[src/rtl/core/b64e_pkg.sv]
// Shared types, constants and character mapping for the base64 stream encoder.
package b64e_pkg;

  // Queue depth between the byte front end and the character back end.
  localparam int QUEUE_DEPTH = 2;

  localparam logic [7:0] CHAR_PAD   = 8'h3D;  // '='
  localparam logic [7:0] CHAR_PLUS  = 8'h2B;  // '+'
  localparam logic [7:0] CHAR_SLASH = 8'h2F;  // '/'
  localparam logic [7:0] CHAR_UPPER = 8'h41;  // 'A'
  localparam logic [7:0] CHAR_LOWER = 8'h61;  // 'a'
  localparam logic [7:0] CHAR_DIGIT = 8'h30;  // '0'

  localparam logic [5:0] SEXTET_LOWER = 6'd26;
  localparam logic [5:0] SEXTET_DIGIT = 6'd52;
  localparam logic [5:0] SEXTET_PLUS  = 6'd62;

  // Position of the next byte within its 3-byte group.
  typedef enum logic [1:0] {
    PH_FIRST  = 2'd0,
    PH_SECOND = 2'd1,
    PH_THIRD  = 2'd2
  } phase_t;

  // Input request: one raw byte.
  typedef struct packed {
    logic [7:0] data_byte;
    logic       end_of_message;
  } in_t;

  // Output request: one encoded character.
  typedef struct packed {
    logic [7:0] out_char;
    logic       last_char;
  } out_t;

  // Work handed from the front end to the back end: up to four characters.
  typedef struct packed {
    logic [3:0][7:0] chars;
    logic [1:0]      last_idx;
    logic            last;
  } task_t;

  // Map a sextet onto the standard alphabet.
  function automatic logic [7:0] sextet_char(input logic [5:0] v);
    logic [7:0] v8;
    v8 = {2'b00, v};
    if (v < SEXTET_LOWER) begin
      return CHAR_UPPER + v8;
    end else if (v < SEXTET_DIGIT) begin
      return CHAR_LOWER + (v8 - {2'b00, SEXTET_LOWER});
    end else if (v < SEXTET_PLUS) begin
      return CHAR_DIGIT + (v8 - {2'b00, SEXTET_DIGIT});
    end else if (v == SEXTET_PLUS) begin
      return CHAR_PLUS;
    end
    return CHAR_SLASH;
  endfunction

endpackage

[src/rtl/core/b64e_front.sv]
// Front end: accepts bytes, tracks group phase and carry, forms character tasks.
module b64e_front (
  input  logic               clk,
  input  logic               rst,
  input  logic               in_valid,
  input  b64e_pkg::in_t      in_data,
  input  logic               accept,
  output b64e_pkg::task_t    work
);

  b64e_pkg::phase_t phase;
  b64e_pkg::phase_t phase_next;
  logic [3:0]       carry;
  logic [3:0]       carry_next;
  logic [7:0]       b;
  logic             last;

  assign b    = in_data.data_byte;
  assign last = in_data.end_of_message;

  // Advance the group phase and leftover bits.
  always_comb begin
    unique case (phase)
      b64e_pkg::PH_SECOND: begin
        phase_next = b64e_pkg::PH_THIRD;
        carry_next = b[3:0];
      end
      b64e_pkg::PH_THIRD: begin
        phase_next = b64e_pkg::PH_FIRST;
        carry_next = 4'd0;
      end
      default: begin
        phase_next = b64e_pkg::PH_SECOND;
        carry_next = {2'b00, b[1:0]};
      end
    endcase
    if (last) begin
      phase_next = b64e_pkg::PH_FIRST;
      carry_next = 4'd0;
    end
  end

  // Build the characters this byte produces.
  always_comb begin
    work.chars    = '{default: b64e_pkg::CHAR_PAD};
    work.last     = last;
    work.last_idx = 2'd0;
    unique case (phase)
      b64e_pkg::PH_SECOND: begin
        work.chars[0] = b64e_pkg::sextet_char({carry[1:0], b[7:4]});
        work.chars[1] = b64e_pkg::sextet_char({b[3:0], 2'b00});
        work.last_idx = last ? 2'd2 : 2'd0;
      end
      b64e_pkg::PH_THIRD: begin
        work.chars[0] = b64e_pkg::sextet_char({carry, b[7:6]});
        work.chars[1] = b64e_pkg::sextet_char(b[5:0]);
        work.last_idx = 2'd1;
      end
      default: begin
        work.chars[0] = b64e_pkg::sextet_char(b[7:2]);
        work.chars[1] = b64e_pkg::sextet_char({b[1:0], 4'b0000});
        work.last_idx = last ? 2'd3 : 2'd0;
      end
    endcase
  end

  // Hold state until a byte is taken.
  always_ff @(posedge clk) begin
    if (rst) begin
      phase <= b64e_pkg::PH_FIRST;
      carry <= 4'd0;
    end else if (accept && in_valid) begin
      phase <= phase_next;
      carry <= carry_next;
    end
  end

endmodule

[src/rtl/core/b64e_queue.sv]
// Short task queue between the front end and the back end.
module b64e_queue #(
  parameter int Depth = b64e_pkg::QUEUE_DEPTH
) (
  input  logic            clk,
  input  logic            rst,
  input  logic            push,
  input  b64e_pkg::task_t push_data,
  input  logic            pop,
  output b64e_pkg::task_t pop_data,
  output logic            full,
  output logic            empty
);

  localparam int PtrW = (Depth > 1) ? $clog2(Depth) : 1;
  localparam int CntW = $clog2(Depth + 1);
  localparam logic [PtrW-1:0] PtrLast = PtrW'(Depth - 1);
  localparam logic [CntW-1:0] CntFull = CntW'(Depth);

  b64e_pkg::task_t entries [Depth];
  logic [PtrW-1:0] wr_ptr;
  logic [PtrW-1:0] rd_ptr;
  logic [CntW-1:0] count;

  assign full     = (count == CntFull);
  assign empty    = (count == '0);
  assign pop_data = entries[rd_ptr];

  // Store pushed tasks.
  always_ff @(posedge clk) begin
    if (push) begin
      entries[wr_ptr] <= push_data;
    end
  end

  // Advance pointers and fill count.
  always_ff @(posedge clk) begin
    if (rst) begin
      wr_ptr <= '0;
      rd_ptr <= '0;
      count  <= '0;
    end else begin
      if (push) begin
        wr_ptr <= (wr_ptr == PtrLast) ? '0 : wr_ptr + 1'b1;
      end
      if (pop) begin
        rd_ptr <= (rd_ptr == PtrLast) ? '0 : rd_ptr + 1'b1;
      end
      if (push && !pop) begin
        count <= count + 1'b1;
      end else if (pop && !push) begin
        count <= count - 1'b1;
      end
    end
  end

endmodule

[src/rtl/core/b64e_back.sv]
// Back end: steps through each task and drives one character per cycle while the output is not stalled.
module b64e_back (
  input  logic            clk,
  input  logic            rst,
  input  logic            q_empty,
  input  b64e_pkg::task_t q_data,
  output logic            q_pop,
  output logic            out_valid,
  input  logic            out_stall,
  output b64e_pkg::out_t  out_data
);

  b64e_pkg::task_t cur;
  logic [1:0]      idx;
  logic            busy;
  logic            slot_free;
  logic            emit;
  logic            done;

  assign slot_free = !out_valid || !out_stall;
  assign emit      = busy && slot_free;
  assign done      = emit && (idx == cur.last_idx);
  assign q_pop     = !q_empty && (!busy || done);

  // Load the next task or step through the current one.
  always_ff @(posedge clk) begin
    if (rst) begin
      busy <= 1'b0;
      idx  <= 2'd0;
    end else if (q_pop) begin
      busy <= 1'b1;
      idx  <= 2'd0;
    end else if (done) begin
      busy <= 1'b0;
    end else if (emit) begin
      idx <= idx + 1'b1;
    end
  end

  always_ff @(posedge clk) begin
    if (q_pop) begin
      cur <= q_data;
    end
  end

  // Output register: hold while stalled, drop once taken.
  always_ff @(posedge clk) begin
    if (rst) begin
      out_valid <= 1'b0;
    end else if (slot_free) begin
      out_valid <= emit;
    end
  end

  always_ff @(posedge clk) begin
    if (emit) begin
      out_data.out_char  <= cur.chars[idx];
      out_data.last_char <= cur.last && (idx == cur.last_idx);
    end
  end

endmodule

[src/rtl/core/base64_stream_encoder.sv]
// Top level of the base64 stream encoder.
//
// Encodes a byte stream into standard base64 characters (A-Z, a-z, 0-9, '+', '/'),
// zero-filling the last partial sextet and padding with '=' on the byte flagged
// end_of_message; the final character carries last_char. A byte is taken and
// turned into a task of one to four characters that waits in a short
// queue; the output side drives one character per cycle from a registered stage
// while out_stall is low, so sustained throughput is set by the output port.
// Input stall rises only when the task queue is full. An accepted byte passes
// through the queue, the back end's task register and the output register
// before its first character appears.
module base64_stream_encoder #(
  parameter int QueueDepth = b64e_pkg::QUEUE_DEPTH
) (
  input  logic           clk,
  input  logic           rst,
  input  logic           in_valid,
  output logic           in_stall,
  input  b64e_pkg::in_t  in_data,
  output logic           out_valid,
  input  logic           out_stall,
  output b64e_pkg::out_t out_data
);

  b64e_pkg::task_t work;
  b64e_pkg::task_t q_data;
  logic            q_full;
  logic            q_empty;
  logic            q_pop;
  logic            accept;

  assign in_stall = q_full;
  assign accept   = in_valid && !q_full;

  b64e_front u_front (
    .clk      (clk),
    .rst      (rst),
    .in_valid (in_valid),
    .in_data  (in_data),
    .accept   (accept),
    .work     (work)
  );

  b64e_queue #(
    .Depth (QueueDepth)
  ) u_queue (
    .clk       (clk),
    .rst       (rst),
    .push      (accept),
    .push_data (work),
    .pop       (q_pop),
    .pop_data  (q_data),
    .full      (q_full),
    .empty     (q_empty)
  );

  b64e_back u_back (
    .clk       (clk),
    .rst       (rst),
    .q_empty   (q_empty),
    .q_data    (q_data),
    .q_pop     (q_pop),
    .out_valid (out_valid),
    .out_stall (out_stall),
    .out_data  (out_data)
  );

endmodule

[config.mk]
export PLATFORM = sky130hd
export DESIGN_NAME = base64_stream_encoder
export DESIGN_NICKNAME = d
export VERILOG_FILES = /design/src/rtl/core/b64e_pkg.sv /design/src/rtl/core/b64e_front.sv /design/src/rtl/core/b64e_queue.sv /design/src/rtl/core/b64e_back.sv /design/src/rtl/core/base64_stream_encoder.sv
export SDC_FILE = /design/constraint.sdc
export NUM_CORES = 1
export LEC_CHECK = 0
export BUFFER_PORTS_ARGS = -buffer_cell sky130_fd_sc_hd__buf_2
export CORE_MARGIN = 2
export CORE_UTILIZATION = 62
export CTS_CLUSTER_SIZE = 40
export DETAILED_ROUTE_END_ITERATION = 10
export MAX_ROUTING_LAYER = met4
export PLACE_DENSITY = 0.79
export SYNTH_ARGS = -nofsm -noshare
export SYNTH_HDL_FRONTEND = slang
export SYNTH_HIERARCHICAL = 1
export SYNTH_SLANG_ARGS = --single-unit
[constraint.sdc]
create_clock -name clk -period 6.6 [get_ports clk]
set_input_delay 1.65 -clock clk [delete_from_list [all_inputs] [get_ports clk]]
set_output_delay 1.65 -clock clk [all_outputs]
set_load 0.005 [all_outputs]
# Yosys cells after proc, flatten, opt, wreduce, memory -nomap -nowiden

Memories as Yosys holds them, arrays and structs flattened. A register that Yosys moved wholly into a read port is not among the register bits.
Cells that the tools add are included.

Register bits after elaboration: 39
Memory bits (writable): 38
Logic and storage cells: 172
Memories kept: 1

Memory list:

| memory          | words | width | rd ports | clocked after Yosys merged registers in | wr ports | RTL line         | text |
|---|---|---|---|---|---|---|---|
| u_queue.entries | 2     | 19    | 1        | 1                                       | 1        | b64e_queue.sv:20 | `b64e_pkg::task_t entries [Depth];` |

Add/subtract/negate cells: 35
Order comparisons: 19
Equal/unequal tests: 8
Multiplexer cells: 73
Bitwise operators: 1
Reductions and logical operators: 23

Operators by type and width:

| kind                | count |
|---|---|
| $mux 8              | 29 |
| $lt 6x6->1 const B  | 12 |
| $add 6x8->8 const A | 6 |
| $add 7x6->8 const A | 6 |
| $add 7x8->8 const A | 6 |
| $sub 6x5->7 const B | 6 |
| $sub 6x6->7 const B | 6 |
| $lt 6x5->1 const B  | 6 |
| $pmux 18 s2         | 1 |
| $mux 1              | 34 |
| $eq 6x6->1 const B  | 4 |
| $bmux 8 s2          | 1 |
| $mux 2              | 5 |
| $logic_and 1x1->1   | 8 |
| $pmux 4 s2          | 1 |
| $logic_not 1->1     | 7 |
| $add 2x1->2 const B | 2 |
| $eq 2x2->1 const B  | 2 |
| $mux 4              | 1 |
| $pmux 2 s2          | 1 |
| $reduce_bool 2->1   | 2 |
| $reduce_or 2->1     | 2 |
| $lt 2x3->1 const B  | 1 |
| $add 1x1->1 const B | 2 |
| 7 further kinds     | 8 |

# Longest topological paths before layout

Gate-level depths: netlist of run 1.

Depth in word-level cells: 9
Gate-level depth with buffers: 10
Gate-level depth less buffers: 9

# Cells and area by module

The synthesis of run 1 kept the hierarchy.

By module, submodules not included:

| module                | instances | cells an instance | area each (µm²) | seq. area each (µm²) |
|---|---|---|---|---|
| b64e_front            | 1         | 452               | 3223.1          | 120.1 |
| b64e_queue            | 1         | 131               | 2731.4          | 2202.1 |
| b64e_back             | 1         | 74                | 1779.2          | 1401.3 |
| base64_stream_encoder | 1         | 1                 | 13.8            | 0.0 |

# Worst setup path after synthesis of run 1

No wires, ideal clock.

Path kind: input-to-reg
Start: input in_valid
End: memory u_queue/entries[0][0] in the netlist's numbering, enable pin
Setup time: 431 ps
Arrival time: 3476 ps
Path slack: 2692 ps
Stages: 2
Path buffers: 0
Path through: nor2b_4 > nor2b_1

Cells in the longest elaborated chain, start to end: 3

Ends and longest elaborated chain:

| what                         | RTL line                    | text |
|---|---|---|
| start, declared              | base64_stream_encoder.sv:17 | `input logic in_valid,` |
| $logic_and 1x1->1            | base64_stream_encoder.sv:33 | `assign accept = in_valid && !q_full;` |
| $mux 1                       | b64e_queue.sv:31            | `if (push) begin` |
| $mux 1 (not written as such) | b64e_queue.sv:32            | `entries[wr_ptr] <= push_data;` |
| end, declared                | b64e_queue.sv:20            |  |

Every way passes these cells.

==> results of run 1 <==
## area by class of cell
cell class	count	area, um^2	area share
Clock inverter	10	95.1	0.0113
Inverter	18	67.6	0.00805
Tap cell	168	210	0.0250
Timing Repair Buffer	29	160	0.0191
Multi-Input combinational cell	478	3700	0.441
Sequential cell	129	3720	0.444
Clock buffer	20	437	0.0520
## routing by layer
metal  vias to the layer above  track usage
li1                       2444            -
met1                      2591        0.366
met2                       241        0.474
met3                        27       0.0628
met4                         0       0.0714
met5                         -            -
## state kept, by name, indices dropped and copies added, names as in the netlist, named ones only
signal,count
u_queue/entries,70
u_back/cur,35
u_back/out_data,9
u_front/carry,4
u_back/idx,2
u_front/phase,2
u_queue/count,2
u_back/busy,1
u_back/out_valid,1
u_queue/rd_ptr,1
u_queue/wr_ptr,1
## synth_stat cells, types with 6 or more instances
| cell | count |
|---|---|
| nand2b_1 | 7 |
| clkbuf_1 | 7 |
| nand2_1 | 57 |
| edfxtp_1 | 114 |
| buf_2 | 9 |
| nor2_1 | 32 |
| dfxtp_1 | 15 |
| mux4_1 | 6 |
| a21oi_1 | 47 |
| inv_1 | 16 |
| nor3_1 | 13 |
| nand3_1 | 11 |
| ha_1 | 48 |
| o211ai_1 | 7 |
| o21ai_0 | 21 |
| a31oi_1 | 9 |
| mux2_2 | 37 |
| buf_4 | 29 |
| nand4_1 | 8 |
| xor2_1 | 21 |
| xnor2_1 | 26 |
## through the flow
step	instances	setup WS, ns	hold WS, ns	util
after floorplan	672	2.69	0.461	-
after global placement	822	2.40	0.476	0.649
after detailed placement	822	2.33	0.506	0.649
after CTS	852	2.76	0.545	0.693
after global routing	852	2.54	0.559	0.693
final	852	2.72	0.543	0.693
## critical path, stage by stage
cell      delay (ns)
buf_2           0.28
clkinv_1        0.38
ha_1            0.35
nor2b_1         0.44
xnor2_1         0.11
a21oi_1         0.17
mux2i_1         0.21
a221oi_1        0.11
a211o_1         0.34
## layout by cell type (no fill, tap or decap), types with 11 or more instances in the layout
| master | synthesis | routed |
|---|---|---|
| inv_1 | 16 | 16 |
| dfxtp_1 | 15 | 15 |
| conb_1 | 2 | 16 |
| clkbuf_16 | 0 | 17 |
| a21oi_1 | 47 | 47 |
| nor2_1 | 32 | 32 |
| mux2_2 | 37 | 37 |
| ha_1 | 48 | 48 |
| nand3_1 | 11 | 11 |
| nor3_1 | 13 | 13 |
| edfxtp_1 | 114 | 114 |
| o21ai_0 | 21 | 21 |
| xnor2_1 | 26 | 26 |
| buf_2 | 9 | 23 |
| xor2_1 | 21 | 21 |
| nand2_1 | 57 | 57 |
## power by group
part | internal, mW | leakage (nW) | total (mW) | switching [mW]
logic | 0.269 | 1.61 | 0.648 | 0.379
registers | 1.20 | 1.19 | 1.30 | 0.0997
clock network | 0.541 | 0.263 | 0.845 | 0.304
total | 2.01 | 3.06 | 2.79 | 0.783
## final timing paths
path	startpoint	to	slack (ns)	depth (start not counted)
setup / recovery	in_data[4]	u_queue/entries[0][9]	2.72	9
hold / removal	u_queue/entries[0][24]	u_back/cur[24]	0.54	1
setup reg to reg	u_front/carry[0]	u_queue/entries[1][5]	3.64	7
hold reg to reg	u_queue/entries[0][24]	u_back/cur[24]	0.54	1
## cell families after synthesis
logic type / share of synthesized area
AND/OR/NAND/NOR: 0.107
AO/OA/AOI/OAI: 0.130
flip-flops: 0.481
buffers and inverters: 0.0489
XOR/XNOR: 0.0693
multiplexers: 0.0851
adder cells (fa/ha/maj): 0.0775
other: 0.000969
==> run metrics, run 1 <==
status=complete, no violations; TritonCTS Buffers=17; initial antenna violation count=0; setup tns final=0 ns; fillers=862; Peak Freq=257 MHz; slew margin rel.=0.519; WL met3=1070 um; DR iter-0 viols=601; vias in the first global route=5,169; Gate Count Post-Synth=658; Buffers on Ports=23; Initial Util=0.640; number of flops mapped to enable cells by yosys=114; GRT overflow=0; Setup crit start kind=input port; Pre-antenna DRT Iters=5; Max Cap Violations=0; Clock Sinks=129; core box area=12,100 um^2; CP Capture Type=flop; Slew @ Worst Pin=0.720 ns; Worst VDD drop=0.227 mV; Clock Latency Late Sink=0.41 ns; Final Skew=0.0103 ns; Final Hold Fails=0; crit path DAT=4.03 ns; Critical Path Fanout Max=13; post-synthesis async set-or-reset flop share=0; Tot GR Track Use=0.288; highest metal used=met4; first-pass GRT wire length=28,000 um; CTS Hold Buffers Added=0; DR vias/cell=6.22; share of cells above drive strength 1=0.183; Residual DRC=0; largest net degree at the start of global routing=39; Critical Path RT=6.74 ns; post-cts sizing count=0; I/O Pins=24; n_diodes=0; Slew Limit Fails=0; Post-DP HPWL=11,700 um; Synth area leaders=edfxtp_1 44%, ha_1 7.8%, mux2_2 5.4%, dfxtp_1 3.9%, a21oi_1 3.0%; ratio of final minimum period to clock period=0.589; unrepaired setup endpoints after global routing=no; cell area power density=333 nW/um^2; yosys warns=6; number of post-CTS setup repair buffers=0; Avg WL per Cell=20.7 um; Cell variety after synth=76; area leader, netlist=edfxtp_1; FP Rows=40; Nets=734; Hold Path Class=flop to flop; flops & latches, synth=129; post-synthesis average cell area=11.8 um^2; Top FF cell, synth=edfxtp_1; synthesized cell area=7750 um^2; CTS tree=done; fin crit period=3.88 ns; H-tree depth=4; Final Routed Wirelength=17,700 um; CP Class=input port to flop; final RePlAce weighted congestion=0.975; Final Setup Violations=0; Die Width=116 um; Tot Pwr=2.79 mW; met1 WL=7410 um; post-synthesis sequential area ratio=0.481; area post-placement=7860 um^2; P&R area growth vs syn=8.33%; CTS clk-pin slew, worst paths=0.05 ns; met2 wire len=8890 um; Die Footprint=13,400 um^2; Final ANT Viol Nets=0; Clock Tree Buf Depth=2; area share of the largest cell type after synthesis=0.442; Final Cell Area=8390 um^2; vias=5,303; DIE HEIGHT=116 um; P_leak=3.06 nW; Root Driver=clkbuf_16
(Power assumes the default switching activity.)
==> inputs of run 2 (changes only) <==
--- a/config.mk
+++ b/config.mk
@@ -7,11 +7,11 @@
 export LEC_CHECK = 0
 export BUFFER_PORTS_ARGS = -buffer_cell sky130_fd_sc_hd__buf_2
 export CORE_MARGIN = 2
-export CORE_UTILIZATION = 62
+export CORE_UTILIZATION = 58
 export CTS_CLUSTER_SIZE = 40
 export DETAILED_ROUTE_END_ITERATION = 10
 export MAX_ROUTING_LAYER = met4
-export PLACE_DENSITY = 0.79
+export PLACE_DENSITY = 0.78
 export SYNTH_ARGS = -nofsm -noshare
 export SYNTH_HDL_FRONTEND = slang
 export SYNTH_HIERARCHICAL = 1
==> constraint.sdc (replaced) <==
create_clock -name clk -period 3.5 [get_ports clk]
set_input_delay 0.875 -clock clk [delete_from_list [all_inputs] [get_ports clk]]
set_output_delay 0.875 -clock clk [all_outputs]
set_load 0.005 [all_outputs]
==> run 2 against run 1 <==
Utilization shrank 4.7 points. Sequential cell count is the same. First-iteration DRC count grew 0.17%. Non-clock buffer count grew 13. Power grew 85%. Critical path depth shrank 1. Sequential share of layout area shrank 0.46 points. Clock power grew 80%. Register-to-register slack lost 2.9 ns.
==> run metrics, run 2 (same netlist as run 1, synthesis figures left out) <==
status=complete, no violations; Layout Cells excl Fill=874; biggest regs=u_queue/entries: 70 flops, u_back/cur: 35 flops, u_back/out_data: 9 flops; CTS Hold Buffers Added=0; Post-DP HPWL=11,700 um; Final ANT Viol Nets=0; CP max stage cell=nor2_1; CP top delay family=simple AND/OR/NAND/NOR gates; H-tree depth=4; CP dominant cell by count=o31a_1; post-cts sizing count=0; final core occ=0.646; n_diodes=0; Final Hold Fails=0; Biggest register=u_queue/entries; Pre-antenna DRT Iters=5; most common cell after layout, fill and taps aside=edfxtp_1; Buf/Inv on CP=2; Clock Latency Late Sink=0.41 ns; Setup crit start kind=input port; Worst VDD drop=0.330 mV; TritonCTS Buffers=17; clock share of power=0.295; Root Driver=clkbuf_16; vias=5,202; Tot GR Track Use=0.255; Avg WL per Cell=19.4 um; DIE HEIGHT=120 um; Buffers on Ports=23; Largest register FFs=70; Slew Limit Fails=0; P&R area growth vs syn=9.46%; largest net degree at the start of global routing=39; Nets=747; CTS tree=done; DR iter-0 viols=602; Critical Path Fanout Max=19; ratio of final minimum period to clock period=0.834; setup tns final=0 ns; switching part of the total=0.277; I/O Pins=24; Hold Crit Depth=2; CTS clk-pin slew, worst paths=0.05 ns; net switching power=1.43 mW; FP Rows=42; Die Width=120 um; Peak Freq=343 MHz; Residual DRC=0; CP Class=input port to flop; CP peak stage delay=0.52 ns; Final Routed Wirelength=16,900 um; Clock Sinks=129; Slew @ Worst Pin=0.680 ns; CP Capture Type=flop; final RePlAce weighted congestion=0.940; WP depth=8; dpl cells=843; Tot Pwr=5.16 mW; share of cells above drive strength 1=0.196; Critical Path RT=3.65 ns; core box area=13,100 um^2; highest-count cells in the layout ignoring fill and taps=114 x edfxtp_1, 57 x nand2_1, 48 x ha_1; Int Pwr=3.73 mW; Clock Tree Buf Depth=2; Die Footprint=14,300 um^2; slew margin rel.=0.546; Final Skew=0.00541 ns; Hold Path Class=flop to flop; number of post-CTS setup repair buffers=0; Max Cap Violations=0; unrepaired setup endpoints after global routing=no; P_leak=3.11 nW; Final Setup Violations=0; register share of total power=0.471; first-pass GRT wire length=27,400 um; cell area power density=608 nW/um^2; Comb pwr share=0.234; crit path DAT=3.07 ns; CP cell instances=buf_2 > inv_1 > ha_1 > and2b_4 > nor2_1 > o31ai_1 > o31a_1 > o31a_1; Worst Reg-to-Reg Cells=8; Initial Util=0.590; vias in the first global route=5,191; initial antenna violation count=0; DR vias/cell=5.95; fin crit period=2.92 ns; GRT overflow=0
-- run 2: stage by stage --
stage / worst slack [ns] / hold slack [ns] / instance area, um^2
finish: 0.582 / 0.521 / 8480
floorplan: 0.367 / 0.461 / 7800
detailed placement: 0.201 / 0.508 / 7970
global route: 0.452 / 0.547 / 8480
global placement: 0.277 / 0.478 / 7970
CTS: 0.629 / 0.524 / 8480
-- run 2: routing by layer --
| layer | GRT usage | wire, um |
|---|---|---|
| met4 | 0.104 | 493 |
| met3 | 0.0428 | 884 |
| met5 | - | 0 |
| met1 | 0.317 | 7090 |
| met2 | 0.420 | 8480 |
-- run 2: power by group through the flow --
stage | sequential (mW) | clock (mW) | combinational, mW
5_1_grt | 2.48 | 1.60 | 1.32
6_report | 2.43 | 1.52 | 1.21
4_1_cts | 2.44 | 1.54 | 1.21
3_3_place_gp | 2.42 | 0 | 1.15
2_1_floorplan | 2.38 | 0 | 0.926
3_5_place_dp | 2.46 | 0 | 1.19
-- run 2: final timing paths --
| kind | from | endpoint | slack (ns) |
|---|---|---|---|
| worst max register to register | u_front/carry[1] | u_queue/entries[1][9] | 0.78 |
| worst min-delay path | u_back/busy | u_back/busy | 0.52 |
| worst min register to register | u_back/busy | u_back/busy | 0.52 |
| worst max-delay path | in_data[7] | u_queue/entries[0][5] | 0.58 |
-- run 2: final cells by class --
cell class	count	area [um^2]
Clock inverter	9	67.6
Clock buffer	22	444
Tap cell	176	220
Sequential cell	129	3720
Multi-Input combinational cell	478	3700
Timing Repair Buffer	42	258
Fill cell	1003	4660
Inverter	18	67.6
-- run 2: worst reg2reg max path, delay by kind of cell, from the launching register on --
| kind | cells | cell delay, ns |
|---|---|---|
| AO/OA/AOI/OAI | 4 | 0.93 |
| XOR/XNOR | 1 | 0.22 |
| adder cells (fa/ha/maj) | 1 | 0.31 |
| buffers and inverters | 1 | 0.27 |
| flip-flops | 1 | 0.60 |
| AND/OR/NAND/NOR | 1 | 0.13 |
